<file path="src/hs_pkg.sv">
// ----------------------------------------------------------------------------
// hs_pkg
// shared widths, defaults and register indexes for histogram statistics
// ----------------------------------------------------------------------------
package hs_pkg;

    localparam int MAX_BINS_DEF   = 256;
    localparam int COUNT_BITS_DEF = 24;

    localparam int IN_DATA_W  = 24;
    localparam int VAL_W      = 32;
    localparam int STD_W      = 31;
    localparam int ENT_W      = 24;
    localparam int OUT_DATA_W = 120;
    localparam int OUT_USER_W = 2;
    localparam int CFG_IDX_W  = 1;

    localparam int ACC_W  = 64;
    localparam int WIDE_W = 128;
    localparam int LOG_FRAC = 24;
    localparam int LOG_INT_W = 6;
    localparam int LOG_W  = LOG_INT_W + LOG_FRAC;

    localparam logic [CFG_IDX_W-1:0] REG_RANGE_LOW  = 1'b0;
    localparam logic [CFG_IDX_W-1:0] REG_RANGE_HIGH = 1'b1;

    localparam logic [VAL_W-1:0] RANGE_LOW_RST  = 32'h0000_0000;
    localparam logic [VAL_W-1:0] RANGE_HIGH_RST = 32'h0001_0000;

endpackage

</file>
<file path="src/hs_div.sv">
// ----------------------------------------------------------------------------
// hs_div
// restoring divider, 128 bit dividend by 64 bit divisor, one bit per cycle
// ----------------------------------------------------------------------------
module hs_div (
    input  logic                      clk,
    input  logic                      rst_n,
    input  logic                      start,
    input  logic [hs_pkg::WIDE_W-1:0] dividend,
    input  logic [hs_pkg::ACC_W-1:0]  divisor,
    output logic                      done,
    output logic [hs_pkg::ACC_W-1:0]  quotient
);

    logic [hs_pkg::WIDE_W-1:0] num_reg;
    logic [hs_pkg::ACC_W-1:0]  rem_reg;
    logic [hs_pkg::ACC_W-1:0]  quo_reg;
    logic [hs_pkg::ACC_W-1:0]  den_reg;
    logic [6:0]                cnt_reg;
    logic                      busy_reg;
    logic                      done_reg;

    logic [hs_pkg::ACC_W-1:0]  trial;
    logic                      fits;

    assign trial = {rem_reg[hs_pkg::ACC_W-2:0], num_reg[hs_pkg::WIDE_W-1]};
    assign fits  = (trial >= den_reg);

    always_ff @(posedge clk or negedge rst_n)
    begin
        if (!rst_n)
        begin
            num_reg  <= '0;
            rem_reg  <= '0;
            quo_reg  <= '0;
            den_reg  <= '0;
            cnt_reg  <= '0;
            busy_reg <= 1'b0;
            done_reg <= 1'b0;
        end
        else
        begin
            done_reg <= 1'b0;
            if (start)
            begin
                num_reg  <= dividend;
                den_reg  <= divisor;
                rem_reg  <= '0;
                quo_reg  <= '0;
                cnt_reg  <= '0;
                busy_reg <= 1'b1;
            end
            else if (busy_reg)
            begin
                num_reg <= {num_reg[hs_pkg::WIDE_W-2:0], 1'b0};
                rem_reg <= fits ? trial - den_reg : trial;
                quo_reg <= {quo_reg[hs_pkg::ACC_W-2:0], fits};
                cnt_reg <= cnt_reg + 7'd1;
                if (cnt_reg == 7'd127)
                begin
                    busy_reg <= 1'b0;
                    done_reg <= 1'b1;
                end
            end
        end
    end

    assign done     = done_reg;
    assign quotient = quo_reg;

endmodule

</file>
<file path="config.mk">
export PLATFORM = sky130hd
export DESIGN_NAME = hs_div
export DESIGN_NICKNAME = d
export VERILOG_FILES = /design/src/hs_pkg.sv /design/src/hs_div.sv
export SDC_FILE = /design/constraint.sdc
export NUM_CORES = 1
export LEC_CHECK = 0
export BUFFER_PORTS_ARGS = -buffer_cell sky130_fd_sc_hd__buf_2
export CAP_MARGIN = 40
export CORE_ASPECT_RATIO = 2
export CORE_MARGIN = 2
export CORE_UTILIZATION = 58
export DETAILED_ROUTE_END_ITERATION = 7
export PLACE_DENSITY_LB_ADDON = 0.3
export SYNTH_ARGS = -nofsm -noshare
export SYNTH_HDL_FRONTEND = slang
export SYNTH_SLANG_ARGS = --single-unit
export TNS_END_PERCENT = 20
</file>
<file path="constraint.sdc">
create_clock -name clk -period 3.4 [get_ports clk]
set_input_delay 0.34 -clock clk [delete_from_list [all_inputs] [get_ports clk]]
set_output_delay 0.34 -clock clk [all_outputs]
set_load 0.01 [all_outputs]
</file>
# Yosys cells after proc, flatten, opt, wreduce, memory -nomap -nowiden
# Index checks and enable logic that the tools add are counted.
totals:
  reg_bits: 328
  elab_cells: 27
classes:
  n_reduce_logical: 1
  mux: 15
  order_cmp: 1
  n_addsub: 2
  n_eq_ne: 1
ops:
  columns: ["op", "n"]
  rows:
  - ["128-bit 2-to-1 mux", 2]
  - ["63-bit 2-to-1 mux", 3]
  - ["64-bit 2-to-1 mux", 2]
  - ["64-bit greater-or-equal comparator", 1]
  - ["63-bit subtractor", 1]
  - ["7-bit 2-to-1 mux", 2]
  - ["7-bit by 1-bit adder with 7-bit output, second input constant", 1]
  - ["7-bit equality test, second input constant", 1]
  - ["1-bit 2-to-1 mux", 6]
  - ["2-bit nonzero test", 1]

# Longest topological paths before layout
depth:
  ltp_word: 4
  depth_mapped: 15
  ltp_nobuf: 13

# Least setup slack after synthesis
# Ideal clock, no wire load.
synth_path:
  path_kind: "register to register"
  startpoint: "register num_reg[127] (netlist bit)"
  endpoint: "register rem_reg[48] (netlist bit)"
  path_stages_with_launch: 14
  slack_ns: 0.376
  arrival_time_ns: 2.930
  path_buffers: 0
  synth_period_minus_slack_ns: 3.024
  cell_sequence: "dfrtp_1 -> inv_1 -> ha_1 -> inv_1 -> fa_1 -> a21oi_1 -> o211ai_1 -> and2_1 -> o31a_1 -> a31o_2 -> a311oi_1 -> xnor2_1 -> mux2i_1 -> a211oi_1"
synth_between:
  elab_chain_len: 4
synth_rtl:
  columns: ["element", "line", "rtl"]
  rows:
  - ["start, declared", "hs_div.sv:15", "logic [hs_pkg::WIDE_W-1:0] num_reg;"]
  - ["start signal, assigned", "hs_div.sv:46", "num_reg <= dividend;"]
  - ["start signal, assigned", "hs_div.sv:55", "num_reg <= {num_reg[hs_pkg::WIDE_W-2:0], 1'b0};"]
  - ["63-bit subtractor / 64-bit greater-or-equal comparator (equally long branches)", "hs_div.sv:56, hs_div.sv:27", null]
  - ["63-bit 2-to-1 mux *", "hs_div.sv:56", "rem_reg <= fits ? trial - den_reg : trial;"]
  - ["63-bit 2-to-1 mux *", "hs_div.sv:53", "else if (busy_reg)"]
  - ["63-bit 2-to-1 mux *", "hs_div.sv:44", "if (start)"]
  - ["end signal, assigned", "hs_div.sv:56", null]
  - ["end, declared", "hs_div.sv:16", "logic [hs_pkg::ACC_W-1:0] rem_reg;"]
# Mark *: on every way between the ends. The rest lies on a longest branch, timed or not. The select of a mux whose other input is x is not followed.
# A chain may end at the register's enable or synchronous reset.

# Worst setup path after layout
layout_path:
  startpoint: "register num_reg[127] (netlist bit)"
  endpoint: "register rem_reg[50] (netlist bit)"
# The elaborated chain is that of the path after synthesis.

==> metrics.yaml <==
status: "finished clean"
timing.critical_path.from: "num_reg[127]"
finalPower_mw: 12.20
drv_cap: 0
synthDistinctLibCells: 75
die_h_um: 254.5
crit_fanout: 6
clock_sinks: 328
synth-seq-cells: 328
final_common_cell: "dfrtp_1"
avgRoutedWirePerCell_um: 20.03
clkPwrFrac_pct: 31.8
drc_errors: 0
antenna_found_initial: 1
die_area_sq_mm: 0.03290
dp_hpwl_um: 35780
critical_path.startpoint_type: "flip-flop"
viasPerCell: 5.912
hold_viol: 0
start_util_pct: 59.00
worstHoldStart: "divisor[43]"
power_frac_seq_pct: 37.2
layout_common_cells: "dfrtp_1, nand2_1, buf_2"
synth-edff-count: 0
worst_slack_ns: 0.1996
synthArstFlopShare_pct: 100.0
fmax_mhz: 312.5
switching_share_pct: 33.82
num_vias: 16780
clockBufferDepth: 3
place_ws_ns: 0.05065
cts_tree: "yes"
ys_seq_area_share_pct: 45.09
clkTransAtPathRegs_ns: 0.07
drive_gt1_share_pct: 16.67
path_class: "reg -> reg"
worst_slew_pin_slew_ns: 0.9555
grt_overflow_total: 0
synth_warnings: 0
die_width_um: 129.3
required_ns: 3.92
row_count: 91
fin_util_pct: 74.77
ant_nets: 0
p_leak_nw: 12.49
gp_congestion: 1.004
cts_root_buf: "clkbuf_16"
grt_pass1_vias: 17710
fin_nets: 2653
area_growth_pct: 26.73
io_buffers: 259
synthCells: 1985
grtUsageTotal_pct: 34.39
pwr_density_cell_mw_per_mm2: 528.9
fin_worst_skew_ns: 0.01877
r2r-end: "rem_reg[50]"
grt_pass1_wl_um: 89620
post-route-period-util_pct: 94.13
crit_end: "rem_reg[50]"
syn-cell-area_sq_mm: 0.01820
relSlewSlack_pct: 36.30
cts_buffers: 31
power_switching_mw: 4.126
grt_max_degree: 149
core-area_sq_mm: 0.03086
min_period_ns: 3.200
io_pins: 260
combPwrFrac_pct: 31.0
cp-end-kind: "flip-flop"
wl_um: 56840
reg2reg_depth: 15
r2r_start: "num_reg[127]"
firstDrtPassIters: 5
clock_latency_ns: 0.60
min_path_type: "in -> reg"
fillers: 2107
largest_reg_flops: 128
cts_max_level: 1
ys.flop_type: "dfrtp_1"
rrSetupSlack_ns: 0.20
worstPathArrival_ns: 3.72
drtIter0Drc: 1045
rsz0062_at_grt: "true"
irDropWorstVdd_mv: 0.5050
setup_viol: 0
finalMaxSlewViolations: 0
synth_area_per_cell_sq_um: 9.171
p_int_mw: 8.075
synth_nets: 2246
## metal layers
layer	wire length, um	part of all wire [%]	up-vias	track usage (%)
li1	-	-	7735	-
met4	3789	6.7	0	20.96
met1	19720	35	8118	36.44
met3	2552	4.5	246	4.154
met5	0	0	-	0
met2	30770	54	679	63.68
## through the flow
stage	TNS [ns]	hold WS [ns]	instance area (sq um)	cells
6_report	0	0.01872	23070	2838
3_3_place_gp	0	0.2893	19940	2582
4_1_cts	0	0.001746	23000	2831
3_5_place_dp	0	0.2924	19970	2584
2_1_floorplan	0	0.04441	18200	1985
5_1_grt	-0.01251	0.04385	23060	2836
## cell families after synthesis
logic type / share of synthesized area (%)
buffers and inverters: 4.901
flip-flops: 45.09
XOR/XNOR: 2.742
multiplexers: 11.98
adder cells (fa/ha/maj): 4.578
AND/OR/NAND/NOR: 12.89
AO/OA/AOI/OAI: 17.82
## layout make-up
| cell class | instances | area (sq um) | area share (%) |
|---|---|---|---|
| flip-flops and latches | 328 | 8212 | 35.60 |
| inverters | 94 | 352.8 | 1.529 |
| diodes | 3 | 7.507 | 0.03254 |
| multi-input cells | 1437 | 9138 | 39.61 |
| clock inverters | 20 | 282.8 | 1.226 |
| repair buffers | 500 | 3702 | 16.05 |
| well taps | 418 | 523.0 | 2.267 |
| clock buffers | 38 | 852.1 | 3.693 |
## critical path: stages, from the launching register on
cell,delay [ns]
dfrtp_1,0.39
inv_1,0.06
ha_1,0.16
inv_1,0.06
fa_1,0.41
a21oi_2,0.17
o211ai_1,0.13
a211oi_2,0.30
buf_4,0.18
o31ai_4,0.09
o211ai_1,0.17
buf_4,0.17
a21boi_2,0.08
o21ai_1,0.22
mux2_2,0.37
a21oi_1,0.15
## how the worst min path moves through the flow
stage                       end  slack (ns)  cells after the start
CTS                 den_reg[43]       0.002                      3
global route        den_reg[43]        0.04                      3
finish              den_reg[43]        0.02                      3
global placement    den_reg[31]        0.29                      1
detailed placement  den_reg[31]        0.29                      1
floorplan              busy_reg        0.04                      0
## Yosys cell counts (12+ instances only)
cell	count	area, sq um
buf_1	12	45.04
dfrtp_1	328	8208
nand3_1	12	60.06
nor3_1	13	65.06
nor2_1	183	686.9
clkbuf_1	87	326.6
a21o_1	20	150.1
a31oi_1	14	87.58
nand2_1	277	1040
o21ai_0	242	1211
o21bai_1	15	112.6
a211oi_1	41	307.8
nand4_1	27	168.9
ha_1	65	813.3
a21oi_1	124	620.6
inv_1	94	352.8
mux2i_1	210	2102
buf_2	18	90.09
xor2_1	29	254.0
xnor2_1	28	245.2
## power groups by stage
stage	clock network [mW]	registers, mW	logic (mW)
final	3.88	4.54	3.78
after global routing	4.05	4.57	4.14
after floorplan	0	4.49	2.46
after detailed placement	0	4.58	3.47
after global placement	0	4.56	3.41
after CTS	3.90	4.51	3.67
## what timing repair did
action                                 CTS  global route
setup endpoints to repair                0            24
endpoints found under the hold margin  235             0
hold buffers                           189             0
resized for setup                        0             9
setup buffers                            0             4
(Power assumes the default switching activity.)
