<file path="config.mk">
export PLATFORM = sky130hd
export DESIGN_NAME = hs_mul
export DESIGN_NICKNAME = d
export VERILOG_FILES = /design/src/hs_pkg.sv /design/src/hs_mul.sv
export SDC_FILE = /design/constraint.sdc
export NUM_CORES = 2
export LEC_CHECK = 0
export ABC_AREA = 1
export BUFFER_PORTS_ARGS = -buffer_cell sky130_fd_sc_hd__buf_2
export CAP_MARGIN = 20
export CORE_MARGIN = 2
export CORE_UTILIZATION = 59
export DETAILED_ROUTE_END_ITERATION = 8
export PLACE_DENSITY = 0.85
export SLEW_MARGIN = 20
export SYNTH_ARGS = -nofsm -noshare
export SYNTH_HDL_FRONTEND = slang
export SYNTH_SLANG_ARGS = --single-unit
</file>
<file path="constraint.sdc">
create_clock -name clk -period 8.77 [get_ports clk]
set_input_delay 0 -clock clk [delete_from_list [all_inputs] [get_ports clk]]
set_output_delay 0 -clock clk [all_outputs]
set_load 0.005 [all_outputs]
</file>
<file path="src/hs_pkg.sv">
// ----------------------------------------------------------------------------
// hs_pkg
// shared widths, defaults and register indexes for histogram statistics
// ----------------------------------------------------------------------------
package hs_pkg;

    localparam int MAX_BINS_DEF   = 256;
    localparam int COUNT_BITS_DEF = 24;

    localparam int IN_DATA_W  = 24;
    localparam int VAL_W      = 32;
    localparam int STD_W      = 31;
    localparam int ENT_W      = 24;
    localparam int OUT_DATA_W = 120;
    localparam int OUT_USER_W = 2;
    localparam int CFG_IDX_W  = 1;

    localparam int ACC_W  = 64;
    localparam int WIDE_W = 128;
    localparam int LOG_FRAC = 24;
    localparam int LOG_INT_W = 6;
    localparam int LOG_W  = LOG_INT_W + LOG_FRAC;

    localparam logic [CFG_IDX_W-1:0] REG_RANGE_LOW  = 1'b0;
    localparam logic [CFG_IDX_W-1:0] REG_RANGE_HIGH = 1'b1;

    localparam logic [VAL_W-1:0] RANGE_LOW_RST  = 32'h0000_0000;
    localparam logic [VAL_W-1:0] RANGE_HIGH_RST = 32'h0001_0000;

endpackage

</file>
<file path="src/hs_mul.sv">
// ----------------------------------------------------------------------------
// hs_mul
// 64 x 64 unsigned multiplier, one 32 x 32 partial product per cycle
// ----------------------------------------------------------------------------
module hs_mul (
    input  logic                      clk,
    input  logic                      rst_n,
    input  logic                      start,
    input  logic [hs_pkg::ACC_W-1:0]  a,
    input  logic [hs_pkg::ACC_W-1:0]  b,
    output logic                      done,
    output logic [hs_pkg::WIDE_W-1:0] p
);

    logic [hs_pkg::ACC_W-1:0]  a_reg;
    logic [hs_pkg::ACC_W-1:0]  b_reg;
    logic [hs_pkg::WIDE_W-1:0] acc_reg;
    logic [1:0]                step_reg;
    logic                      busy_reg;
    logic                      done_reg;

    logic [31:0]               a_part;
    logic [31:0]               b_part;
    logic [6:0]                shift;
    logic [63:0]               part;
    logic [hs_pkg::WIDE_W-1:0] part_sh;

    always_comb
    begin
        case (step_reg)
            2'd0:
            begin
                a_part = a_reg[31:0];
                b_part = b_reg[31:0];
                shift  = 7'd0;
            end
            2'd1:
            begin
                a_part = a_reg[31:0];
                b_part = b_reg[63:32];
                shift  = 7'd32;
            end
            2'd2:
            begin
                a_part = a_reg[63:32];
                b_part = b_reg[31:0];
                shift  = 7'd32;
            end
            default:
            begin
                a_part = a_reg[63:32];
                b_part = b_reg[63:32];
                shift  = 7'd64;
            end
        endcase
        part    = a_part * b_part;
        part_sh = {64'd0, part} << shift;
    end

    always_ff @(posedge clk or negedge rst_n)
    begin
        if (!rst_n)
        begin
            a_reg    <= '0;
            b_reg    <= '0;
            acc_reg  <= '0;
            step_reg <= '0;
            busy_reg <= 1'b0;
            done_reg <= 1'b0;
        end
        else
        begin
            done_reg <= 1'b0;
            if (start)
            begin
                a_reg    <= a;
                b_reg    <= b;
                acc_reg  <= '0;
                step_reg <= '0;
                busy_reg <= 1'b1;
            end
            else if (busy_reg)
            begin
                acc_reg  <= acc_reg + part_sh;
                step_reg <= step_reg + 2'd1;
                if (step_reg == 2'd3)
                begin
                    busy_reg <= 1'b0;
                    done_reg <= 1'b1;
                end
            end
        end
    end

    assign done = done_reg;
    assign p    = acc_reg;

endmodule

</file>
==> results of run 1 <==
## cell usage after synthesis, drive strengths merged (39+ instances only)
cell / instances / area share, %
a21oi: 355 / 3.4
clkbuf: 210 / 1.4
dfrtp: 260 / 12
fa: 897 / 33
ha: 394 / 8.9
inv: 1467 / 10
nand2: 1715 / 12
nand3: 155 / 1.5
nor2: 1242 / 8.7
o21ai: 480 / 4.5
o21bai: 42 / 0.61
xnor2: 58 / 0.92
xor2: 39 / 0.66
## stage by stage
step | hold slack, ns | util, % | worst slack [ns] | cells
after CTS | 0.08995 | 79.55 | -1.512 | 10560
after detailed placement | -0.02045 | 74.30 | -2.099 | 10290
after global placement | -0.02408 | 74.30 | -1.941 | 10290
after floorplan | -0.2956 | - | -0.001934 | 7575
## routing by layer
metal | global-route usage, % | overflow
met5 | 40.70 | 5
met4 | 80.54 | 480
met3 | 62.80 | 69
met2 | 97.72 | 865
met1 | 78.34 | 34
## logic make-up after synthesis
group / after synthesis
buffers and inverters: 1725
DFF: 260
and+or+nand+nor: 3223
muxes: 3
AOI/OAI and AO/OA: 976
xor gates and xnor gates: 97
adders and majority gates: 1291
## repair_timing
action,CTS
gates cloned,3
hold endpoints to repair,251
endpoints found under the setup margin,117
hold buffers,190
pin swaps,38
gates resized for setup,416
setup buffers,29
==> results.md, run 1 <==
* Post-synthesis compound-gate area fraction at between 9 and 10%
* FF+latch count, synth at 260
* Post-synthesis simple-gate area fraction at between 20% and 30%
* Root buffer cell: clkbuf_16
* Halt Stage: global routing
* Die X at 309.9 µm
* Die height at 309.9 µm
* Err: [ERROR GRT-0116] Global routing finished with congestion. Check the congestion regions in the DRC Viewer.
* Ys flop type: dfrtp_1
* Mapped cell area at between 0.05 and 0.06 mm²
* HPWL Detailed at 216.6 mm
* Cell row count at roughly 110
* Sequential share of the synthesized area at 11.79%
* First-pass GRT wire length at approximately 560 mm
* Syn_area_per_cell at 7.288 µm²
* EDFF count, synth at 0
* Xor/xnor cell area share of the yosys netlist at approximately 1.6%
* Total track usage at about four fifths
* Clock tree sinks at 260
* Gate count of the mapped netlist at between 7000 and 8000
* Total grt overflow at about 1500
* Async SR Flop Fraction at 100.0%
* Largest net degree at the start of global routing at roughly 140
* CTS Buf Count at 31
* Synth warn at 0
* Post-Synth Adder-Cell Area at between 40% and 50%
* PortBufs at between 200 and 300
* Clk buf depth at 3
* Htree depth at 1
* Mux share of post-synthesis cell area at less than 1%
* Unique masters post-synth at 62
* Syn_nets at roughly 9000
* Outcome: did not finish
* Starting Density at between 50 and 60%
* IO Count at 260
* Vias in the first global route at around 80000
* Area post-placement at 0.06914 mm²
* Placer Congestion at 1.159
* Largest family of logic cells by synthesized area: adder cells
==> inputs of run 2 (changes only) <==
--- a/config.mk
+++ b/config.mk
@@ -9,9 +9,9 @@
 export BUFFER_PORTS_ARGS = -buffer_cell sky130_fd_sc_hd__buf_2
 export CAP_MARGIN = 20
 export CORE_MARGIN = 2
-export CORE_UTILIZATION = 59
+export CORE_UTILIZATION = 40
 export DETAILED_ROUTE_END_ITERATION = 8
-export PLACE_DENSITY = 0.85
+export PLACE_DENSITY_LB_ADDON = 0.15
 export SLEW_MARGIN = 20
 export SYNTH_ARGS = -nofsm -noshare
 export SYNTH_HDL_FRONTEND = slang
==> constraint.sdc (replaced) <==
create_clock -name clk -period 11.4 [get_ports clk]
set_input_delay 0 -clock clk [delete_from_list [all_inputs] [get_ports clk]]
set_output_delay 0 -clock clk [all_outputs]
set_load 0.005 [all_outputs]
==> run 2 against run 1 <==
  * The run now ends clean
  * Synthesized cell count unchanged
  * Area after synthesis unchanged
==> results.md, run 2 <==
* Drt wl/cell at roughly 23 µm
* Unrepaired setup endpoints after global routing: yes
* Final core utilization at between 50% and 60%
* Clock tree sinks at 260 (unchanged)
* Rel. slew slack at roughly 24%
* FF-to-FF End: p[96]$_DFFE_PN0P_
* First drt pass iteration count at 8
* Total track usage at between 30% and 40%
* Ys flop type: dfrtp_1
* Fillcell total at between 10000 and 15000
* CP Class: reg -> reg
* Placer Congestion at 1.034 (-11%)
* WHS at 0.01101 ns
* Clock slew at reported path FFs at approximately 0.060 ns
* Endpoints failing setup at 0
* Syn_area_per_cell at 7.288 µm² (unchanged)
* Origin of the critical flop-to-flop path: step_reg[0]$_DFFE_PN0P_
* Gate count of the mapped netlist at 7575 (unchanged)
* Async SR Flop Fraction at 100.0% (unchanged)
* PortBufs at 259 (unchanged)
* Setup TNS at 0 ns
* Syn_nets at 8997 (unchanged)
* Total grt overflow at 0
* Die ar. at 0.1410 mm²
* Synth top area share at 32.53% (unchanged)
* Hold Crit Class: in -> async
* Mux share of post-synthesis cell area at 0.05439% (unchanged)
* Clock Latency Late Sink at slightly above 0.6 ns
* Outcome: finished clean
* Post-synthesis simple-gate area fraction at 23.39% (unchanged)
* Clk buf depth at 3 (unchanged)
* Die X at 375.5 µm (+21%)
* Top cells by count, synth: 1672 x nand2_1, 1422 x inv_1, 1203 x nor2_1
* Critical path arrival at 11.53 ns
* Top post-synthesis cells by area: fa_1 33%, dfrtp_1 12%, nand2_1 11%
* First-pass GRT wire length at between 300 and 400 mm
* Post-synthesis compound-gate area fraction at 9.941% (unchanged)
* Starting Density at 40.25% (-19 points)
* CP bufs+invs at 12
* Core Area at approximately 0.14 mm²
* Fin. Hold Viols at 0
* Xor/xnor cell area share of the yosys netlist at 1.580% (unchanged)
* Nets@finish at between 10000 and 15000
* Max reg flops at between 100 and 150
* Synth-to-layout area growth at 29.00%
* HPWL Detailed at 217.7 mm (+0.48%)
* Most common cell in the netlist: nand2_1
* Area of the multi-input gates at 0.04258 mm²
* CTS Buf Count at 36 (+16%)
* Most common cell after layout, fill and taps aside: nand2_1
* Largest family of logic cells by synthesized area: adder cells
* Mapped cell area at 0.05521 mm² (unchanged)
* Crit share post-route at 96.86%
* Fmax at 0.09056 GHz
* Maxcap violations at 0
* Die height at 375.5 µm (+21%)
* Largest net degree at the start of global routing at approximately 110
* Register-to-Register Path Depth at a little under 50
* Unique masters post-synth at 62 (unchanged)
* Vias in the first global route at around 59000
* CP most frequent cell: nand2_1
* Root buffer cell: clkbuf_16
* Commonest non-fill, non-tap cells in the layout: 1665 x nand2_1, 1418 x inv_1, 1188 x nor2_1, 1145 x buf_4, 895 x fa_1
* Slew @ Worst Pin at 1.138 ns
* Critical Path Start Type: register
* Sequential share of the synthesized area at 11.79% (unchanged)
* Seq. cell area at roughly 0.0065 mm²
* CP max stage cell: fa_1
* Crit path required time at roughly 12 ns
* IO Count at 260 (unchanged)
* CP endpoint kind: register
* Cell row count at 136 (+21%)
* FF+latch count, synth at 260 (unchanged)
* Post-Synth Adder-Cell Area at 41.46% (unchanged)
* DRC errors left at 0
* Detail Route Antenna Nets at 0
* Fin crit period at ~11 ns
* Reg-to-reg slack, setup at 0.36 ns
* Initial antenna violation count at 2
* Clock skew at between 0.04 and 0.05 ns
* Share of cells above drive strength 1 at around a fifth
* Htree depth at 2 (+1)
* 1st-iter DRT viols at 4251
* Cell taking the most area after synthesis: fa_1
* TritonCTS clock tree: built
* Crit path max-delay family: adder cells
* Via-per-instance ratio at ~5.2
* Max-slew violations at 0
* Via count at 56040
* Slowest stage delay, CP at around 0.60 ns
* EDFF count, synth at 0 (unchanged)
* CP max FO at 26
* Total Wirelength at between 200 and 300 mm
* Synth warn at 0 (unchanged)
-- run 2: routing by layer --
layer / up-vias / part of all wire (%) / GRT usage [%]
li1: 25830 / - / -
met1: 27420 / 38 / 43.00
met2: 2141 / 47 / 61.26
met3: 648 / 5.8 / 4.296
met4: 0 / 8.8 / 25.21
met5: - / 0 / 0
-- run 2: area by class of cell --
cell class	instances	share of cell area (%)
Clock buffer	50	1.411
Multi-Input combinational cell	5590	59.79
Timing Repair inverter	1	0.007028
Inverter	1482	7.818
Sequential cell	260	9.136
Clock inverter	12	0.2056
Tap cell	1794	3.152
Timing Repair Buffer	1671	18.47
Antenna cell	3	0.01054
-- run 2: worst max path at each step --
stage / startpoint / end / depth (start not counted)
6_report: step_reg[0]$_DFFE_PN0P_ / p[96]$_DFFE_PN0P_ / 49
5_1_grt: step_reg[0]$_DFFE_PN0P_ / p[115]$_DFFE_PN0P_ / 52
4_1_cts: step_reg[0]$_DFFE_PN0P_ / p[109]$_DFFE_PN0P_ / 49
3_5_place_dp: step_reg[0]$_DFFE_PN0P_ / p[109]$_DFFE_PN0P_ / 48
3_3_place_gp: step_reg[0]$_DFFE_PN0P_ / p[109]$_DFFE_PN0P_ / 50
2_1_floorplan: step_reg[0]$_DFFE_PN0P_ / p[123]$_DFFE_PN0P_ / 50
-- run 2: kinds of logic after synthesis --
| group | count (synthesis) |
|---|---|
| AOI/OAI and AO/OA | 976 |
| xor gates and xnor gates | 97 |
| adders and majority gates | 1291 |
| buffers and inverters | 1725 |
| DFF | 260 |
| muxes | 3 |
| and+or+nand+nor | 3223 |
-- run 2: through the flow --
step           std cells  area (µm²)  setup WS (ns)
2_1_floorplan       7575       55210          2.272
3_3_place_gp       10580       67570        -0.1501
3_5_place_dp       10580       67570        -0.2277
4_1_cts            10860       70830        0.02137
5_1_grt            10860       71210       -0.03259
6_report           10860       71220         0.3578
-- run 2: repair_timing --
| item | CTS | global route |
|---|---|---|
| hold buffers | 208 | 0 |
| endpoints found under the hold margin | 196 | 0 |
| gates cloned | 0 | 2 |
| setup buffers | 2 | 2 |
| resized for setup | 1 | 86 |
| setup endpoints to repair | 5 | 96 |
| pin swaps | 1 | 7 |
Power of run 2 is not shown: default switching activity piles up to over one toggle a cycle in this logic, so the estimate is an artifact.
