`src/hs_pkg.sv`:
```
// ----------------------------------------------------------------------------
// hs_pkg
// shared widths, defaults and register indexes for histogram statistics
// ----------------------------------------------------------------------------
package hs_pkg;

    localparam int MAX_BINS_DEF   = 256;
    localparam int COUNT_BITS_DEF = 24;

    localparam int IN_DATA_W  = 24;
    localparam int VAL_W      = 32;
    localparam int STD_W      = 31;
    localparam int ENT_W      = 24;
    localparam int OUT_DATA_W = 120;
    localparam int OUT_USER_W = 2;
    localparam int CFG_IDX_W  = 1;

    localparam int ACC_W  = 64;
    localparam int WIDE_W = 128;
    localparam int LOG_FRAC = 24;
    localparam int LOG_INT_W = 6;
    localparam int LOG_W  = LOG_INT_W + LOG_FRAC;

    localparam logic [CFG_IDX_W-1:0] REG_RANGE_LOW  = 1'b0;
    localparam logic [CFG_IDX_W-1:0] REG_RANGE_HIGH = 1'b1;

    localparam logic [VAL_W-1:0] RANGE_LOW_RST  = 32'h0000_0000;
    localparam logic [VAL_W-1:0] RANGE_HIGH_RST = 32'h0001_0000;

endpackage

```
`src/hs_mul.sv`:
```
// ----------------------------------------------------------------------------
// hs_mul
// 64 x 64 unsigned multiplier, one 32 x 32 partial product per cycle
// ----------------------------------------------------------------------------
module hs_mul (
    input  logic                      clk,
    input  logic                      rst_n,
    input  logic                      start,
    input  logic [hs_pkg::ACC_W-1:0]  a,
    input  logic [hs_pkg::ACC_W-1:0]  b,
    output logic                      done,
    output logic [hs_pkg::WIDE_W-1:0] p
);

    logic [hs_pkg::ACC_W-1:0]  a_reg;
    logic [hs_pkg::ACC_W-1:0]  b_reg;
    logic [hs_pkg::WIDE_W-1:0] acc_reg;
    logic [1:0]                step_reg;
    logic                      busy_reg;
    logic                      done_reg;

    logic [31:0]               a_part;
    logic [31:0]               b_part;
    logic [6:0]                shift;
    logic [63:0]               part;
    logic [hs_pkg::WIDE_W-1:0] part_sh;

    always_comb
    begin
        case (step_reg)
            2'd0:
            begin
                a_part = a_reg[31:0];
                b_part = b_reg[31:0];
                shift  = 7'd0;
            end
            2'd1:
            begin
                a_part = a_reg[31:0];
                b_part = b_reg[63:32];
                shift  = 7'd32;
            end
            2'd2:
            begin
                a_part = a_reg[63:32];
                b_part = b_reg[31:0];
                shift  = 7'd32;
            end
            default:
            begin
                a_part = a_reg[63:32];
                b_part = b_reg[63:32];
                shift  = 7'd64;
            end
        endcase
        part    = a_part * b_part;
        part_sh = {64'd0, part} << shift;
    end

    always_ff @(posedge clk or negedge rst_n)
    begin
        if (!rst_n)
        begin
            a_reg    <= '0;
            b_reg    <= '0;
            acc_reg  <= '0;
            step_reg <= '0;
            busy_reg <= 1'b0;
            done_reg <= 1'b0;
        end
        else
        begin
            done_reg <= 1'b0;
            if (start)
            begin
                a_reg    <= a;
                b_reg    <= b;
                acc_reg  <= '0;
                step_reg <= '0;
                busy_reg <= 1'b1;
            end
            else if (busy_reg)
            begin
                acc_reg  <= acc_reg + part_sh;
                step_reg <= step_reg + 2'd1;
                if (step_reg == 2'd3)
                begin
                    busy_reg <= 1'b0;
                    done_reg <= 1'b1;
                end
            end
        end
    end

    assign done = done_reg;
    assign p    = acc_reg;

endmodule

```
`src/hs_log2.sv`:
```
// ----------------------------------------------------------------------------
// hs_log2
// fixed point log2 by normalization and repeated squaring of the mantissa
// ----------------------------------------------------------------------------
module hs_log2 (
    input  logic                     clk,
    input  logic                     rst_n,
    input  logic                     start,
    input  logic [hs_pkg::ACC_W-1:0] x,
    output logic                     done,
    output logic [hs_pkg::LOG_W-1:0] value
);

    typedef enum logic [1:0] {
        LG_IDLE,
        LG_NORM,
        LG_SQ_S,
        LG_SQ_W
    } lg_state_t;

    lg_state_t                    state_reg;
    logic [62:0]                  m_reg;
    logic [hs_pkg::LOG_INT_W-1:0] n_reg;
    logic [hs_pkg::LOG_FRAC-1:0]  r_reg;
    logic [4:0]                   cnt_reg;
    logic                         done_reg;

    logic                         mul_done;
    logic [hs_pkg::WIDE_W-1:0]    mul_p;
    logic [63:0]                  sq;

    hs_mul u_mul (
        .clk   (clk),
        .rst_n (rst_n),
        .start (state_reg == LG_SQ_S),
        .a     ({1'b0, m_reg}),
        .b     ({1'b0, m_reg}),
        .done  (mul_done),
        .p     (mul_p)
    );

    assign sq = mul_p[125:62];

    always_ff @(posedge clk or negedge rst_n)
    begin
        if (!rst_n)
        begin
            state_reg <= LG_IDLE;
            m_reg     <= '0;
            n_reg     <= '0;
            r_reg     <= '0;
            cnt_reg   <= '0;
            done_reg  <= 1'b0;
        end
        else
        begin
            done_reg <= 1'b0;
            case (state_reg)
                LG_IDLE:
                begin
                    if (start)
                    begin
                        m_reg     <= x[62:0];
                        n_reg     <= 6'd62;
                        r_reg     <= '0;
                        cnt_reg   <= '0;
                        state_reg <= LG_NORM;
                    end
                end
                LG_NORM:
                begin
                    if (m_reg[62])
                    begin
                        state_reg <= LG_SQ_S;
                    end
                    else
                    begin
                        m_reg <= {m_reg[61:0], 1'b0};
                        n_reg <= n_reg - 6'd1;
                    end
                end
                LG_SQ_S:
                begin
                    state_reg <= LG_SQ_W;
                end
                LG_SQ_W:
                begin
                    if (mul_done)
                    begin
                        r_reg   <= {r_reg[hs_pkg::LOG_FRAC-2:0], sq[63]};
                        m_reg   <= sq[63] ? sq[63:1] : sq[62:0];
                        cnt_reg <= cnt_reg + 5'd1;
                        if (cnt_reg == 5'(hs_pkg::LOG_FRAC - 1))
                        begin
                            done_reg  <= 1'b1;
                            state_reg <= LG_IDLE;
                        end
                        else
                        begin
                            state_reg <= LG_SQ_S;
                        end
                    end
                end
                default:
                begin
                    state_reg <= LG_IDLE;
                end
            endcase
        end
    end

    assign done  = done_reg;
    assign value = {n_reg, r_reg};

endmodule

```
`config.mk`:
```
export PLATFORM = sky130hd
export DESIGN_NAME = hs_log2
export DESIGN_NICKNAME = d
export VERILOG_FILES = /design/src/hs_pkg.sv /design/src/hs_mul.sv /design/src/hs_log2.sv
export SDC_FILE = /design/constraint.sdc
export NUM_CORES = 2
export LEC_CHECK = 0
export BUFFER_PORTS_ARGS = -buffer_cell sky130_fd_sc_hd__buf_2
export CORE_MARGIN = 2
export CORE_UTILIZATION = 65
export CTS_CLUSTER_DIAMETER = 30
export DETAILED_ROUTE_END_ITERATION = 6
export PLACE_DENSITY = 0.88
export SLEW_MARGIN = 25
export SYNTH_ARGS = -nofsm -noshare
export SYNTH_HDL_FRONTEND = slang
export SYNTH_SLANG_ARGS = --single-unit
```
`constraint.sdc`:
```
create_clock -name clk -period 35.3 [get_ports clk]
set_input_delay 3.53 -clock clk [delete_from_list [all_inputs] [get_ports clk]]
set_output_delay 3.53 -clock clk [all_outputs]
set_load 0.1 [all_outputs]
```
# == Yosys cells after proc, flatten, opt, wreduce, memory -nomap -nowiden ==
# Cells that the tools add are included.
# word_totals
ff_bits,296
latch_bits,0
mem_bits_rw,0
rom_bits,0
input_bits,67
out_inout_bits,31
n_memories,0
# classes
n_addsub,4
n_mul,1
n_div,0
n_lt_le_gt_ge,0
n_eq_ne,11
n_shift,1
n_mux,35
bitwise_logic,0
n_reduce_logical,14
# ops
op,n
128-bit 2-to-1 mux,2
63-bit 2-to-1 mux,4
63-bit case mux with 3 select lines,1
128-bit adder,1
64-bit by 7-bit left shift with 128-bit output,1
32-bit by 32-bit multiplier with 64-bit output,1
32-bit 2-to-1 mux,2
24-bit 2-to-1 mux,2
24-bit case mux with 2 select lines,1
7-bit case mux with 2 select lines,1
2-bit 2-to-1 mux,6
6-bit 2-to-1 mux,2
6-bit case mux with 2 select lines,1
3-bit AND reduction,4
5-bit 2-to-1 mux,2
5-bit case mux with 2 select lines,1
1-bit 2-to-1 mux,9
2-bit == test (second input constant),4
2-bit case mux with 4 select lines,1
2-bit inequality test (second input constant),3
2-bit nonzero test,3
2-bit OR reduction,3
6-bit by 1-bit subtractor with 6-bit output (second input constant),1
5-bit by 1-bit adder with 5-bit output (second input constant),1
7 further kinds,9

# == Depth between registers and ports, before layout ==
# depth
depth_word,8
mapped_depth,53
depth_no_buf,47

# == Cells and area by module ==
# Synthesis repeated with hierarchy kept, for this count alone.
# hier_totals
hier_cells,6360
hier_area_um2,57482.6
# modules_own_cells
module,n_inst,cells_each,area_each_um2
hs_mul,1,5875,51823.5
hs_log2,1,485,5659.2

# == Worst setup path after synthesis ==
# OpenSTA, ideal clock, no wires.
# synth_path
path_type,flip-flop to flip-flop
from,reg u_mul.step_reg[0]
to,"reg u_mul.acc_reg, in the netlist u_mul.p[94]"
setup_ns,0.126
t_arrival_ns,11.823
t_required_ns,35.174
path_slack_ns,23.351
stages_incl_launch_ff,48
path_buffers,5
period_less_slack_ns,11.949
path_cell_list,dfrtp_1 > inv_1 > ha_1 > clkbuf_1 > nor2_1 > buf_1 > clkbuf_1 > mux2i_1 > clkbuf_1 > nor2_1 > fa_1 > fa_1 > inv_1 > fa_1 > fa_1 > fa_1 > inv_1 > fa_1 > (+12 left out) > o21a_1 > and3_1 > a211o_1 > ha_1 > clkbuf_1 > nand2_1 > nor4_1 > and2_1 > a221oi_1 > nand3_1 > a221o_1 > a21boi_1 > o211ai_2 > nor2b_1 > nor2b_1 > o21a_1 > nor3_1 > a221o_1
# synth_between
elab_chain_len,8
# synth_rtl
item,line,rtl
from (decl),hs_mul.sv:18,logic [1:0] step_reg;
from (signal assigned),hs_mul.sv:85,step_reg <= step_reg + 2'd1;
2-bit by 1-bit == test with 1-bit output (tied with other cells),hs_mul.sv:30,case (step_reg)
2-bit OR reduction (no source line),-,
32-bit 2-to-1 mux,hs_mul.sv:30,
32-bit by 32-bit multiplier with 64-bit output,hs_mul.sv:56,part = a_part * b_part;
64-bit by 7-bit left shift with 128-bit output *,hs_mul.sv:57,"part_sh = {64'd0, part} << shift;"
128-bit adder *,hs_mul.sv:84,acc_reg <= acc_reg + part_sh;
128-bit 2-to-1 mux *,hs_mul.sv:82,else if (busy_reg)
128-bit 2-to-1 mux *,hs_mul.sv:74,if (start)
to (signal assigned),hs_mul.sv:84,
to (decl),hs_mul.sv:17,logic [hs_pkg::WIDE_W-1:0] acc_reg;
# Every way passes the cells marked *; elsewhere a longest branch is shown, timed or not. The select of a mux whose other input is x is not followed.
# A chain may end at the register's enable or synchronous reset.

# == Final worst setup path ==
# layout_path
from,reg u_mul.step_reg[0]
to,"reg u_mul.acc_reg, in the netlist u_mul.p[124]"
# Same word-level chain as after synthesis.

==> key figures <==
Outcome
  – Status: finished clean

Timing
  – Post-route clock period utilization: ~44%
  – Worst slew pin tran: roughly 1200 ps
  – Final min period: about 16000 ps
  – Max Clock Freq: 0.0638 GHz
  – Final setup violation count: 0
  – Max-slew violations: 0
  – Final Hold Fails: 0
  – RSZ-0062 raised after global routing: no
  – TNS Setup: 0 ps
  – Slew Limit Headroom: ~20%
  – Clk_skew: around 37 ps

Setup path
  – Slowest-stage cell, CP: mux2i_2
  – FF-to-FF Start: u_mul.step_reg[0]
  – CP Data Arrival Time: between 15000 and 20000 ps
  – Critical Path Max Stage Delay: roughly 1000 ps
  – Critical Path Start: u_mul.step_reg[0]
  – Required @ worst endpoint: 35800 ps
  – Most common cell on crit path: fa_1
  – Worst setup path class: reg2reg
  – Reg-to-reg slack, setup: around 20000 ps
  – Crit path launch type: flop
  – Crit-path max FO: 38
  – Critical Path Sink Type: flop

Synth
  – EDFF count, synth: 0
  – Syn Inst Count: roughly 6.4k
  – Seq/Total Area, Yosys: ~13%
  – Largest cells by area after synthesis: fa_1 (33%), dfrtp_1 (13%), ha_1 (9.0%)
  – Syn nets: between 7k and 8k
  – Primary FF master, synth: dfrtp_1
  – Cell variety after synth: 93
  – Cell taking the most area after synthesis: fa_1
  – Ys async rst share: 100%
  – Yosys reg bits: approximately 300
  – Post-Syn Area: 54600 µm²
  – Synth top cells by count: nand2_1 (925), nor2_1 (925), inv_1 (908)
  – Synth warn: 0
  – Synth top area share: between 30% and 40%
  – Synth Area per Inst: approximately 8.5 µm²

Drt
  – Antenna Nets Post-Route: 0
  – Total number of vias: between 40k and 50k
  – WL/cell: between 20 and 25 µm
  – Total Routed Length: around 180000 µm
  – Iter 0 DRT Violations: 4819
  – Drt drc: 0
  – First-pass DRT Iterations: 7
  – Vias per cell: 6.41

Floorplanning
  – FP Rows: around 110
  – Die footprint: approximately 86000 µm²
  – Core box area: around 83000 µm²
  – Initial Util: between 60% and 70%
  – DIE HEIGHT: 294 µm
  – Die X: about 300 µm
  – IO Pins: about 100

Min path
  – HP Start: u_mul.p[29]
  – Hold Path Class: reg2reg

CTS
  – Clock root buffer: clkbuf_16
  – Setup Buffers After CTS: 0
  – CTS Hold Buffers Added: 0
  – Clock slew seen by the registers of the worst setup and hold paths: 60 ps
  – Worst skew pair latency: approximately 660 ps
  – CTS Buf Count: just under 60
  – Clock Tree Buf Depth: 3
  – # clock sinks: 294
  – TritonCTS clock tree: yes
  – Post-CTS resize count: 0
  – Max H-tree Level: 2

Layout
  – Layout cells sized above 1: between 8 and 9%
  – Number of flip-flops in the largest register: approximately 130
  – Area delta synth->final: 6.51%
  – Multi-input logic area: 42700 µm²
  – Final nets: 7681
  – Fillers: 6289
  – Register Area: 7360 µm²

Placed design
  – Post-DP HPWL: around 150000 µm
  – Number of port buffers: 96
  – GP Congestion: 1.03

Global routing
  – Total gr overflow: 0
  – Largest net degree at the start of global routing: ~140
  – Initial antenna violation count: 6
  – First-pass GRT wire length: ~280000 µm
  – GRT Total Usage: between 40% and 50%
  – Vias in the first global route: between 40k and 50k

Job
  – Max_cap viols: 0
-- critical path, delay by kind of cell (launching register included) --
| kind | cells | cell delay, ps |
|---|---|---|
| AO/OA/AOI/OAI | 14 | 4010 |
| buffers and inverters | 6 | 1530 |
| multiplexers | 1 | 1010 |
| AND/OR/NAND/NOR | 11 | 2680 |
| adder cells (fa/ha/maj) | 11 | 5170 |
| flip-flops | 1 | 420 |
| XOR/XNOR | 2 | 590 |
-- logic make-up (layout without fill, tap and decap cells) --
kind of cell	after synthesis	count (layout)	synth area share [%]
AOI/OAI and AO/OA	971	971	11.7
xor gates and xnor gates	190	190	3.05
adders and majority gates	1291	1291	41.9
buffers and inverters	1255	1218	8.83
DFF	294	294	13.5
muxes	256	256	4.98
other	0	3	0
and+or+nand+nor	2151	2151	16.1
-- per-layer routing --
| layer | GRT usage (%) | wire length [µm] | vias up |
|---|---|---|---|
| li1 | - | - | 20300 |
| met1 | 53.9 | 65600 | 23500 |
| met2 | 65.3 | 80600 | 3043 |
| met3 | 11.1 | 21900 | 874 |
| met4 | 30.3 | 15700 | 6 |
| met5 | 0 | 40 | - |
-- through the flow --
step                      hold slack, ps  util, %  setup WS, ps  instances  cell area, µm²
final                                486     69.7         19630       7454           58200
after global routing                 520     69.7         19070       7451           58100
after CTS                            488     69.7         20050       7451           58100
after detailed placement             477     67.2         20190       7342           56100
after global placement               471     67.2         20350       7342           56100
after floorplan                      455        -         23350       6408           54600
-- cell usage in the layout, fill, tap and decap left out, types with 21 or more instances in the layout --
cell         n
nand2_1    924
nor2_1     920
inv_1      908
fa_1       897
ha_1       394
dfrtp_1    290
a21oi_1    271
o21ai_0    186
mux2_2     125
xnor2_1    125
buf_4      100
a21o_1      99
mux2i_1     95
buf_2       95
o31ai_1     73
a221oi_1    67
xor2_1      65
nand4_1     62
clkbuf_16   59
and2_1      53
nand3_1     49
o21bai_1    43
a22o_1      35
nor3_1      33
o21a_1      32
mux2i_2     31
o22ai_1     24
nor2b_1     22
a211oi_1    21
-- area by class of cell --
| class | count | area share [%] |
|---|---|---|
| clock buffer | 74 | 2.81 |
| sequential | 294 | 12.7 |
| timing repair buffer | 198 | 2.19 |
| multi-input combinational | 4859 | 73.3 |
| clock inverter | 35 | 0.785 |
| inverter | 911 | 5.88 |
| antenna | 3 | 0.0129 |
| tap | 1080 | 2.32 |
-- worst paths after layout --
check,cells after the start,to
setup / recovery,45,u_mul.p[124]
hold / removal,2,u_mul.p[29]
setup reg to reg,45,u_mul.p[124]
hold reg to reg,2,u_mul.p[29]
max in group asynchronous,2,state_reg[1]
min in group asynchronous,1,u_mul.p[48]
Power is left out: the tool's default activity adds up to more than one toggle a clock period on the data nets, which glitch-free logic cannot reach.
