[config.mk]
export PLATFORM = sky130hd
export DESIGN_NAME = hs_sqrt
export DESIGN_NICKNAME = d
export VERILOG_FILES = /design/src/hs_pkg.sv /design/src/hs_sqrt.sv
export SDC_FILE = /design/constraint.sdc
export NUM_CORES = 1
export LEC_CHECK = 0
export ABC_AREA = 1
export CAP_MARGIN = 5
export CORE_MARGIN = 8
export CORE_UTILIZATION = 51
export CTS_CLUSTER_DIAMETER = 80
export DETAILED_ROUTE_END_ITERATION = 8
export DONT_BUFFER_PORTS = 1
export PLACE_DENSITY = 0.66
export SYNTH_ARGS = -nofsm -noshare
export SYNTH_HDL_FRONTEND = slang
export SYNTH_SLANG_ARGS = --single-unit
[constraint.sdc]
create_clock -name clk -period 6.4 [get_ports clk]
set_input_delay 0.64 -clock clk [delete_from_list [all_inputs] [get_ports clk]]
set_output_delay 0.64 -clock clk [all_outputs]
set_load 0.01 [all_outputs]
[src/hs_pkg.sv]
// ----------------------------------------------------------------------------
// hs_pkg
// shared widths, defaults and register indexes for histogram statistics
// ----------------------------------------------------------------------------
package hs_pkg;

    localparam int MAX_BINS_DEF   = 256;
    localparam int COUNT_BITS_DEF = 24;

    localparam int IN_DATA_W  = 24;
    localparam int VAL_W      = 32;
    localparam int STD_W      = 31;
    localparam int ENT_W      = 24;
    localparam int OUT_DATA_W = 120;
    localparam int OUT_USER_W = 2;
    localparam int CFG_IDX_W  = 1;

    localparam int ACC_W  = 64;
    localparam int WIDE_W = 128;
    localparam int LOG_FRAC = 24;
    localparam int LOG_INT_W = 6;
    localparam int LOG_W  = LOG_INT_W + LOG_FRAC;

    localparam logic [CFG_IDX_W-1:0] REG_RANGE_LOW  = 1'b0;
    localparam logic [CFG_IDX_W-1:0] REG_RANGE_HIGH = 1'b1;

    localparam logic [VAL_W-1:0] RANGE_LOW_RST  = 32'h0000_0000;
    localparam logic [VAL_W-1:0] RANGE_HIGH_RST = 32'h0001_0000;

endpackage

[src/hs_sqrt.sv]
// ----------------------------------------------------------------------------
// hs_sqrt
// integer square root of a 128 bit value, one root bit per cycle
// ----------------------------------------------------------------------------
module hs_sqrt (
    input  logic                      clk,
    input  logic                      rst_n,
    input  logic                      start,
    input  logic [hs_pkg::WIDE_W-1:0] x,
    output logic                      done,
    output logic [hs_pkg::ACC_W-1:0]  root
);

    localparam int REM_W = hs_pkg::ACC_W + 2;

    logic [hs_pkg::WIDE_W-1:0] x_reg;
    logic [REM_W-1:0]          rem_reg;
    logic [hs_pkg::ACC_W-1:0]  root_reg;
    logic [5:0]                cnt_reg;
    logic                      busy_reg;
    logic                      done_reg;

    logic [REM_W+1:0]          rem_sh;
    logic [REM_W+1:0]          trial;
    logic                      fits;

    assign rem_sh = {rem_reg, x_reg[hs_pkg::WIDE_W-1 -: 2]};
    assign trial  = (REM_W+2)'({root_reg, 2'b01});
    assign fits   = (rem_sh >= trial);

    always_ff @(posedge clk or negedge rst_n)
    begin
        if (!rst_n)
        begin
            x_reg    <= '0;
            rem_reg  <= '0;
            root_reg <= '0;
            cnt_reg  <= '0;
            busy_reg <= 1'b0;
            done_reg <= 1'b0;
        end
        else
        begin
            done_reg <= 1'b0;
            if (start)
            begin
                x_reg    <= x;
                rem_reg  <= '0;
                root_reg <= '0;
                cnt_reg  <= '0;
                busy_reg <= 1'b1;
            end
            else if (busy_reg)
            begin
                x_reg    <= {x_reg[hs_pkg::WIDE_W-3:0], 2'b00};
                rem_reg  <= fits ? REM_W'(rem_sh - trial) : REM_W'(rem_sh);
                root_reg <= {root_reg[hs_pkg::ACC_W-2:0], fits};
                cnt_reg  <= cnt_reg + 6'd1;
                if (cnt_reg == 6'd63)
                begin
                    busy_reg <= 1'b0;
                    done_reg <= 1'b1;
                end
            end
        end
    end

    assign done = done_reg;
    assign root = root_reg;

endmodule

Word level (Yosys, flattened, before mapping):

Cells that the tools add are included.

* bitwise operators: 0
* divide/modulo/power cells: 0
* eq/ne operators: 1
* $mul: 0
* $lt $le $gt $ge: 1
* shift-type cells: 0
* add/subtract/negate cells: 2
* muxes and demuxes: 15
* reductions and logical operators: 1

Operators with widths (count)
* 2-to-1 mux 128 bit: 2
* 2-to-1 mux 66 bit: 3
* 2-to-1 mux 64 bit: 2
* greater-or-equal comparator 68 x 66 -> 1 bit: 1
* subtractor 66 bit: 1
* 2-to-1 mux 6 bit: 2
* adder 6 x 1 -> 6 bit, second input constant: 1
* == test 6 bit, second input constant: 1
* 2-to-1 mux 1 bit: 6
* nonzero test 2 bit: 1

* RAM bits: 0
* latch bits: 0
* output and inout port bits: 65
* memory bits (read-only): 0
* memories kept: 0
* input bits: 131
* register bits after elaboration: 266

Depth between registers and ports, before layout:

Gate-level depths: netlist of run 1.

* word-level depth: 4
* mapped depth: 20
* depth with buffers taken out: 19

Least setup slack after synthesis of run 1:

OpenSTA, ideal clock, no wires.

* path type: register to register
* start point: reg root_reg (netlist bit root[31])
* end point: reg rem_reg[0]
* clock period less this slack: 2.257 ns
* library setup time: 0.118 ns
* stages on the path, launching flop included: 16
* arrival time: 2.139 ns
* slack: 4.143 ns
* cells stage by stage: dfrtp_1 > inv_1 > ha_1 > nand2_1 > inv_2 > nand2_1 > nor2_2 > nand2_1 > nor2_1 > nand2_1 > nand3_2 > a21oi_4 > clkbuf_1 > nand3_1 > nand3_1 > nand2_1

* word-level cells in the longest chain between the ends: 4

Ends and longest elaborated chain
* start, declared: line hs_sqrt.sv:18 `logic [hs_pkg::ACC_W-1:0] root_reg;`
* start signal, assigned: line hs_sqrt.sv:57 `root_reg <= {root_reg[hs_pkg::ACC_W-2:0], fits};`
* greater-or-equal comparator 68 x 66 -> 1 bit: line hs_sqrt.sv:29 `assign fits = (rem_sh >= trial);`
* 2-to-1 mux 66 bit: line hs_sqrt.sv:56 `rem_reg <= fits ? REM_W'(rem_sh - trial) : REM_W'(rem_sh);`
* 2-to-1 mux 66 bit: line hs_sqrt.sv:53 `else if (busy_reg)`
* 2-to-1 mux 66 bit: line hs_sqrt.sv:45 `if (start)`
* end signal, assigned: line hs_sqrt.sv:56
* end, declared: line hs_sqrt.sv:17 `logic [REM_W-1:0] rem_reg;`

Every way passes these cells. The select of a mux whose other input is x is not followed.
A chain may end at the register's enable or synchronous reset.

Worst setup path after layout of run 1:

* start point: reg root_reg (netlist bit root[24])
* end point: reg rem_reg[46]

* word-level cells in the longest chain between the ends: 4

Ends and longest elaborated chain (line)
* subtractor 66 bit / greater-or-equal comparator 68 x 66 -> 1 bit (equally long branches): hs_sqrt.sv:56, hs_sqrt.sv:29
* 2-to-1 mux 66 bit *: hs_sqrt.sv:56
* 2-to-1 mux 66 bit *: hs_sqrt.sv:53
* 2-to-1 mux 66 bit *: hs_sqrt.sv:45

Mark *: on every way between the ends. The rest lies on a longest branch, timed or not. The select of a mux whose other input is x is not followed.

==> results of run 1 <==
cells by family (layout without fill, tap and decap cells):
kind of cell               Yosys count  after routing
adders and majority gates           67             67
AOI/OAI and AO/OA                  360            360
DFF                                266            266
xor gates and xnor gates            31             31
buffers and inverters              592            553
and+or+nand+nor                   1395           1395
per-layer routing:
metal  track usage  wire, microns  vias up
met1         0.363          25400     7733
met4        0.0589           1120        0
li1              -              -     8361
met2         0.407          24100      418
met3        0.0319           3230       59
met5             0              0        -
power by group through the flow:
stage	sequential (mW)	combinational, mW	clock [mW]
global route	2.16	6.44	1.82
detailed placement	2.15	5.62	0
global placement	2.14	5.61	0
CTS	2.12	5.65	1.75
floorplan	2.10	4.15	0
finish	2.13	5.69	1.71
metrics by stage:
stage / worst slack [ps] / hold slack (ps) / std cells
floorplan: 4140 / 344 / 2711
global placement: 2450 / 352 / 3081
detailed placement: 2370 / 354 / 3081
CTS: 2330 / -239 / 3133
global route: 1980 / -235 / 3133
finish: 2350 / -215 / 3133
worst max-delay path by stage:
| stage | from | end | cells past startpoint |
|---|---|---|---|
| 5_1_grt | root[20] | rem_reg[58] | 17 |
| 3_5_place_dp | root[31] | rem_reg[61] | 17 |
| 4_1_cts | root[31] | rem_reg[55] | 17 |
| 2_1_floorplan | root[31] | rem_reg[0] | 15 |
| 3_3_place_gp | root[31] | rem_reg[53] | 17 |
| 6_report | root[24] | rem_reg[46] | 17 |
critical path, stage by stage (launching register included):
cell and delay, ps:
dfrtp_1 410, inv_1 100, ha_1 360, nand2_1 130
nor2_2 190, inv_2 60, nor2_2 230, nand2_1 150
nor3_2 120, nand2_1 100, nand3_2 110, nand2_4 340
nand2_4 150, buf_4 610, nand2_2 580, nand2_1 180
nand2_1 60, nand2_1 60
area by class of cell:
| class | instances | area share |
|---|---|---|
| multi-input cells | 1853 | 0.473 |
| flip-flops and latches | 266 | 0.346 |
| inverters | 494 | 0.0968 |
| clock buffers | 42 | 0.0444 |
| well taps | 461 | 0.0300 |
| clock inverters | 10 | 0.00670 |
| repair buffers | 7 | 0.00273 |
cells in the final DEF (no fill, tap or decap), types with 3 or more instances in the layout:
cell / instances
clkbuf_8: 8
nand3_1: 85
ha_1: 67
clkbuf_16: 29
nand2_1: 1066
nor2_2: 7
clkbuf_1: 5
o22ai_1: 64
nand4_1: 19
buf_4: 7
nor3_1: 16
inv_1: 484
clkinv_2: 6
nor2_4: 3
xnor2_1: 30
o21ai_0: 115
nor2_1: 109
o21bai_1: 3
o211ai_1: 98
a22oi_1: 23
bufinv_16: 3
a21oi_1: 52
nor4_1: 13
nand3b_1: 62
and3_1: 5
inv_2: 8
dfrtp_1: 266
==> metrics, run 1 <==
status=finished, violations left; violated checks=hold timing; Final ANT Viol Nets=0; Post-synth top cells=nand2_1, inv_1, dfrtp_1, o21ai_0, nor2_1; initial DRC count=1156; area share of fa/ha/maj cells after synthesis=0.0465; Req. time, crit path=6880 ps; CTS tree=built; placed cell area=18300 sq um; Post-Synth XOR/XNOR Area=0.0151; Ys Warns=0; Sink Count=266; total gr overflow=0; Ant. Diodes=0; sw frac=0.500; DR vias/cell=5.29; CTS H-tree lvls=1; CP max FO=67; FFs w/ async S/R, synth=1.00; Tot Pwr=9.53 mW; Placement Rows=69; nets=2848; Area Overhead vs Synth=6.79%; clock power share=0.180; worst-skew pair later-pin latency=550 ps; Psw=4.76 mW; Die Ht=204 microns; worst reg2reg path depth=17; clk root buf=clkbuf_16; largest net degree at the start of global routing=267; starting density of the core=0.513; P_int=4.77 mW; Largest register FFs=128; fin area=19200 sq um; DR DRC count=0; Post-CTS Setup Repair Bufs=0; Comb power frac=0.597; setup TNS=0 ps; reg-to-reg endpoint=rem_reg[46]; Hold Slack=-215 ps; DR vias=16600; initial antenna violation count=0; WL/cell=17.2 microns; Final GP Congestion=0.957; CTS Buffer Depth=3; # IOs=196; Gate Count Post-Synth=2711; Final setup violation count=0; Core ar.=35100 sq um; RSZ-0062 raised after global routing=false; cell area after synthesis=18000 sq um; Yosys top cell area share=0.369; crit path launch type=flip-flop; 1st-pass router iterations=6; area of the multi-input gates=9110 sq um; pwr/cell area=495 nW/um^2; drt total wl=53800 microns; Synth area leader=dfrtp_1; Final Util=0.548; fill cell count=3592; first-pass GRT wire length=86000 microns; Worst-Margin Slew=1120 ps; maximum vdd ir drop=0.270 mV; Reg2Reg Setup Slack=2350 ps; most frequent cell after synthesis=nand2_1; sequential fraction of the synthesis area=0.369; Worst Clk Skew=13.0 ps; Post-Syn Nets=2909; Synth area leaders=dfrtp_1, nand2_1, inv_1; ys flop type=dfrtp_1; count of state elements after synthesis=266; Netlist cell types=36; CP endpoint kind=flip-flop; Slew Limit Fails=0; Static Leak=10.7 nW; Die ar.=41600 sq um; Clk pin slew, worst setup/hold paths=60 ps; die width=204 microns; number of max-cap violations=0; final hold viol count=266; Overall Global Routing Usage=0.254; final worst-path cycle share=0.633; TritonCTS buffer count=28; Worst EP arrival=4530 ps; number of synthesized flops with an enable pin=0; share of cells above drive strength 1=0.0311; Peak Freq=0.247 GHz; vias in the first global route=15700; Critical R2R Launch=root[24]; dpl hpwl=40200 microns; Hold WC Path Type=in2async; Avg Cell Area, Syn=6.65 sq um; combinational family with the most area after synthesis=simple AND/OR/NAND/NOR gates; critical path class=reg2reg; complex-gate fraction of the synthesized area=0.123; sequential power share=0.223; Slew headroom=0.253; Seq. cell area=6660 sq um; minimum clock period=4050 ps; post-synthesis mux area share=0; post-CTS sizing=0; port bufs=0; Simple-Gate Fraction of Synth Area=0.320
No activity file was read; power rests on OpenSTA's default activity.
==> run 2: changes to the inputs <==
--- a/config.mk
+++ b/config.mk
@@ -5,14 +5,14 @@
 export SDC_FILE = /design/constraint.sdc
 export NUM_CORES = 1
 export LEC_CHECK = 0
-export ABC_AREA = 1
+export ABC_AREA = 0
 export CAP_MARGIN = 5
 export CORE_MARGIN = 8
 export CORE_UTILIZATION = 51
 export CTS_CLUSTER_DIAMETER = 80
 export DETAILED_ROUTE_END_ITERATION = 8
 export DONT_BUFFER_PORTS = 1
-export PLACE_DENSITY = 0.66
+export PLACE_DENSITY = 0.69
 export SYNTH_ARGS = -nofsm -noshare
 export SYNTH_HDL_FRONTEND = slang
 export SYNTH_SLANG_ARGS = --single-unit
==> constraint.sdc (replaced) <==
create_clock -name clk -period 3.7 [get_ports clk]
set_input_delay 0.37 -clock clk [delete_from_list [all_inputs] [get_ports clk]]
set_output_delay 0.37 -clock clk [all_outputs]
set_load 0.01 [all_outputs]
==> metrics, run 2 <==
ys flop type=dfrtp_1; Yosys top cell area share=0.412; Hold WC Path Type=in2async; Die Ht=194 microns; DR vias/cell=5.86; commonest non-fill, non-tap cell in the layout=dlygate4sd3_1; Worst-Margin Slew=1070 ps; Worst Clk Skew=36.0 ps; Final GP Congestion=0.892; Overall Global Routing Usage=0.249; area share of fa/ha/maj cells after synthesis=0.0519; sequential fraction of the synthesis area=0.412; WL/cell=19.6 microns; Reg2Reg Setup Slack=170 ps; Final ANT Viol Nets=0; RSZ-0062 raised after global routing=false; dpl hpwl=26600 microns; nets=2241; Simple-Gate Fraction of Synth Area=0.133; maximum vdd ir drop=0.521 mV; critical path class=reg2reg; vias in the first global route=14900; final worst-path cycle share=0.954; minimum clock period=3530 ps; combinational family with the most area after synthesis=compound AO/OA/AOI/OAI gates; Placement Rows=65; Largest register FFs=128; Slew Limit Fails=0; Core ar.=31400 sq um; clk root buf=clkbuf_16; cts hold-fix bufs=301; Gate Count Post-Synth=1795; CP endpoint kind=flip-flop; TritonCTS buffer count=30; CTS tree=built; starting density of the core=0.514; Clk pin slew, worst setup/hold paths=60 ps; Netlist cell types=70; fill cell count=2357; port bufs=0; 1st-pass router iterations=6; total gr overflow=0; violated checks=hold timing; Post-Syn Nets=1993; Static Leak=10.4 nW; fin area=20500 sq um; initial DRC count=1058; Ys Warns=0; CTS H-tree lvls=1; Peak Freq=0.283 GHz; DR vias=14500; CP max FO=9; Req. time, crit path=4170 ps; Post-synth top cells=dfrtp_1, nand2_1, mux2i_1, nor2_1, o21ai_0; FFs w/ async S/R, synth=1.00; Sink Count=266; DR DRC count=0; post-synthesis mux area share=0.131; Die ar.=37600 sq um; Synth area leaders=dfrtp_1, mux2i_1, o21ai_0; die width=194 microns; Hold Slack=-494 ps; Post-Synth XOR/XNOR Area=0.0347; share of cells above drive strength 1=0.0513; cell area after synthesis=16100 sq um; setup TNS=0 ps; complex-gate fraction of the synthesized area=0.185; Final setup violation count=0; first-pass GRT wire length=79100 microns; final hold viol count=266; drt total wl=48400 microns; count of state elements after synthesis=266; Synth area leader=dfrtp_1; initial antenna violation count=4; status=finished, violations left; placed cell area=16400 sq um; number of max-cap violations=0; Area Overhead vs Synth=27.2%; # IOs=196; CTS Buffer Depth=3; pwr/cell area=700 nW/um^2; Worst EP arrival=4000 ps; Avg Cell Area, Syn=8.99 sq um; largest net degree at the start of global routing=267; crit path launch type=flip-flop; most frequent cell after synthesis=dfrtp_1; Slew headroom=0.284; commonest non-fill, non-tap cells in the layout=dlygate4sd3_1, dfrtp_1, nand2_1; worst-skew pair later-pin latency=590 ps; number of synthesized flops with an enable pin=0
==> run 2: critical path, stage by stage, from the launching register on <==
cell,delay (ps)
dfrtp_1,470
inv_1,120
ha_1,440
a21oi_1,220
o21ai_1,130
a221oi_2,380
nand4_1,220
a31o_2,290
a311oi_1,400
o31ai_1,170
mux2i_1,220
o221ai_1,160
nor3_1,190
==> run 2: logic make-up (layout without fill, tap and decap cells) <==
group	after synthesis	after routing
other	0	4
multiplexers	211	211
AND/OR/NAND/NOR	502	502
adder cells (fa/ha/maj)	67	67
AO/OA/AOI/OAI	479	479
XOR/XNOR	64	64
buffers and inverters	206	476
flip-flops	266	266
==> run 2: final timing paths <==
check,from,endpoint,cells past startpoint
max,root[6],rem_reg[45],12
min,rst_n,root[11],0
max reg2reg,root[6],rem_reg[45],12
min reg2reg,rem_reg[65],rem_reg[65],2
max in group asynchronous,rst_n,rem_reg[10],0
min in group clk,start,rem_reg[62],2
==> run 2: metrics by stage <==
stage | utilization | power, mW | instances | worst slack, ps
6_report | 0.654 | 14.4 | 2471 | 171
3_3_place_gp | 0.523 | 10.7 | 2108 | 170
3_5_place_dp | 0.523 | 10.8 | 2108 | 77.2
5_1_grt | 0.654 | 15.4 | 2471 | 8.23
4_1_cts | 0.651 | 14.1 | 2463 | 24.9
2_1_floorplan | - | 9.31 | 1795 | 670
==> run 2: layer usage <==
metal	global-route usage	part of all wire
met1	0.319	0.43
met2	0.420	0.48
met3	0.0477	0.059
met4	0.0818	0.034
met5	0	0
==> run 2: layout make-up <==
class / count / area [sq um] / share of cell area
diodes: 4 / 10.0 / 0.000487
clock buffers: 40 / 848 / 0.0413
clock inverters: 14 / 135 / 0.00658
inverters: 88 / 330 / 0.0161
multi-input cells: 1323 / 8680 / 0.422
flip-flops and latches: 266 / 6660 / 0.324
well taps: 402 / 503 / 0.0245
repair buffers: 334 / 3380 / 0.164
==> run 2: report_power, final <==
| group | total, mW | leakage (nW) | switching [mW] | internal, mW |
|---|---|---|---|---|
| clock | 2.97 | 0.479 | 1.29 | 1.68 |
| combinational | 7.76 | 6.50 | 4.28 | 3.49 |
| sequential | 3.65 | 3.42 | 0.324 | 3.33 |
| total | 14.4 | 10.4 | 5.89 | 8.50 |
==> run 2: repair_timing <==
| item | CTS | global route |
|---|---|---|
| endpoints found under the setup margin | 0 | 14 |
| buffers inserted | 0 | 2 |
| gates resized for setup | 0 | 4 |
| hold endpoints to repair | 518 | 266 |
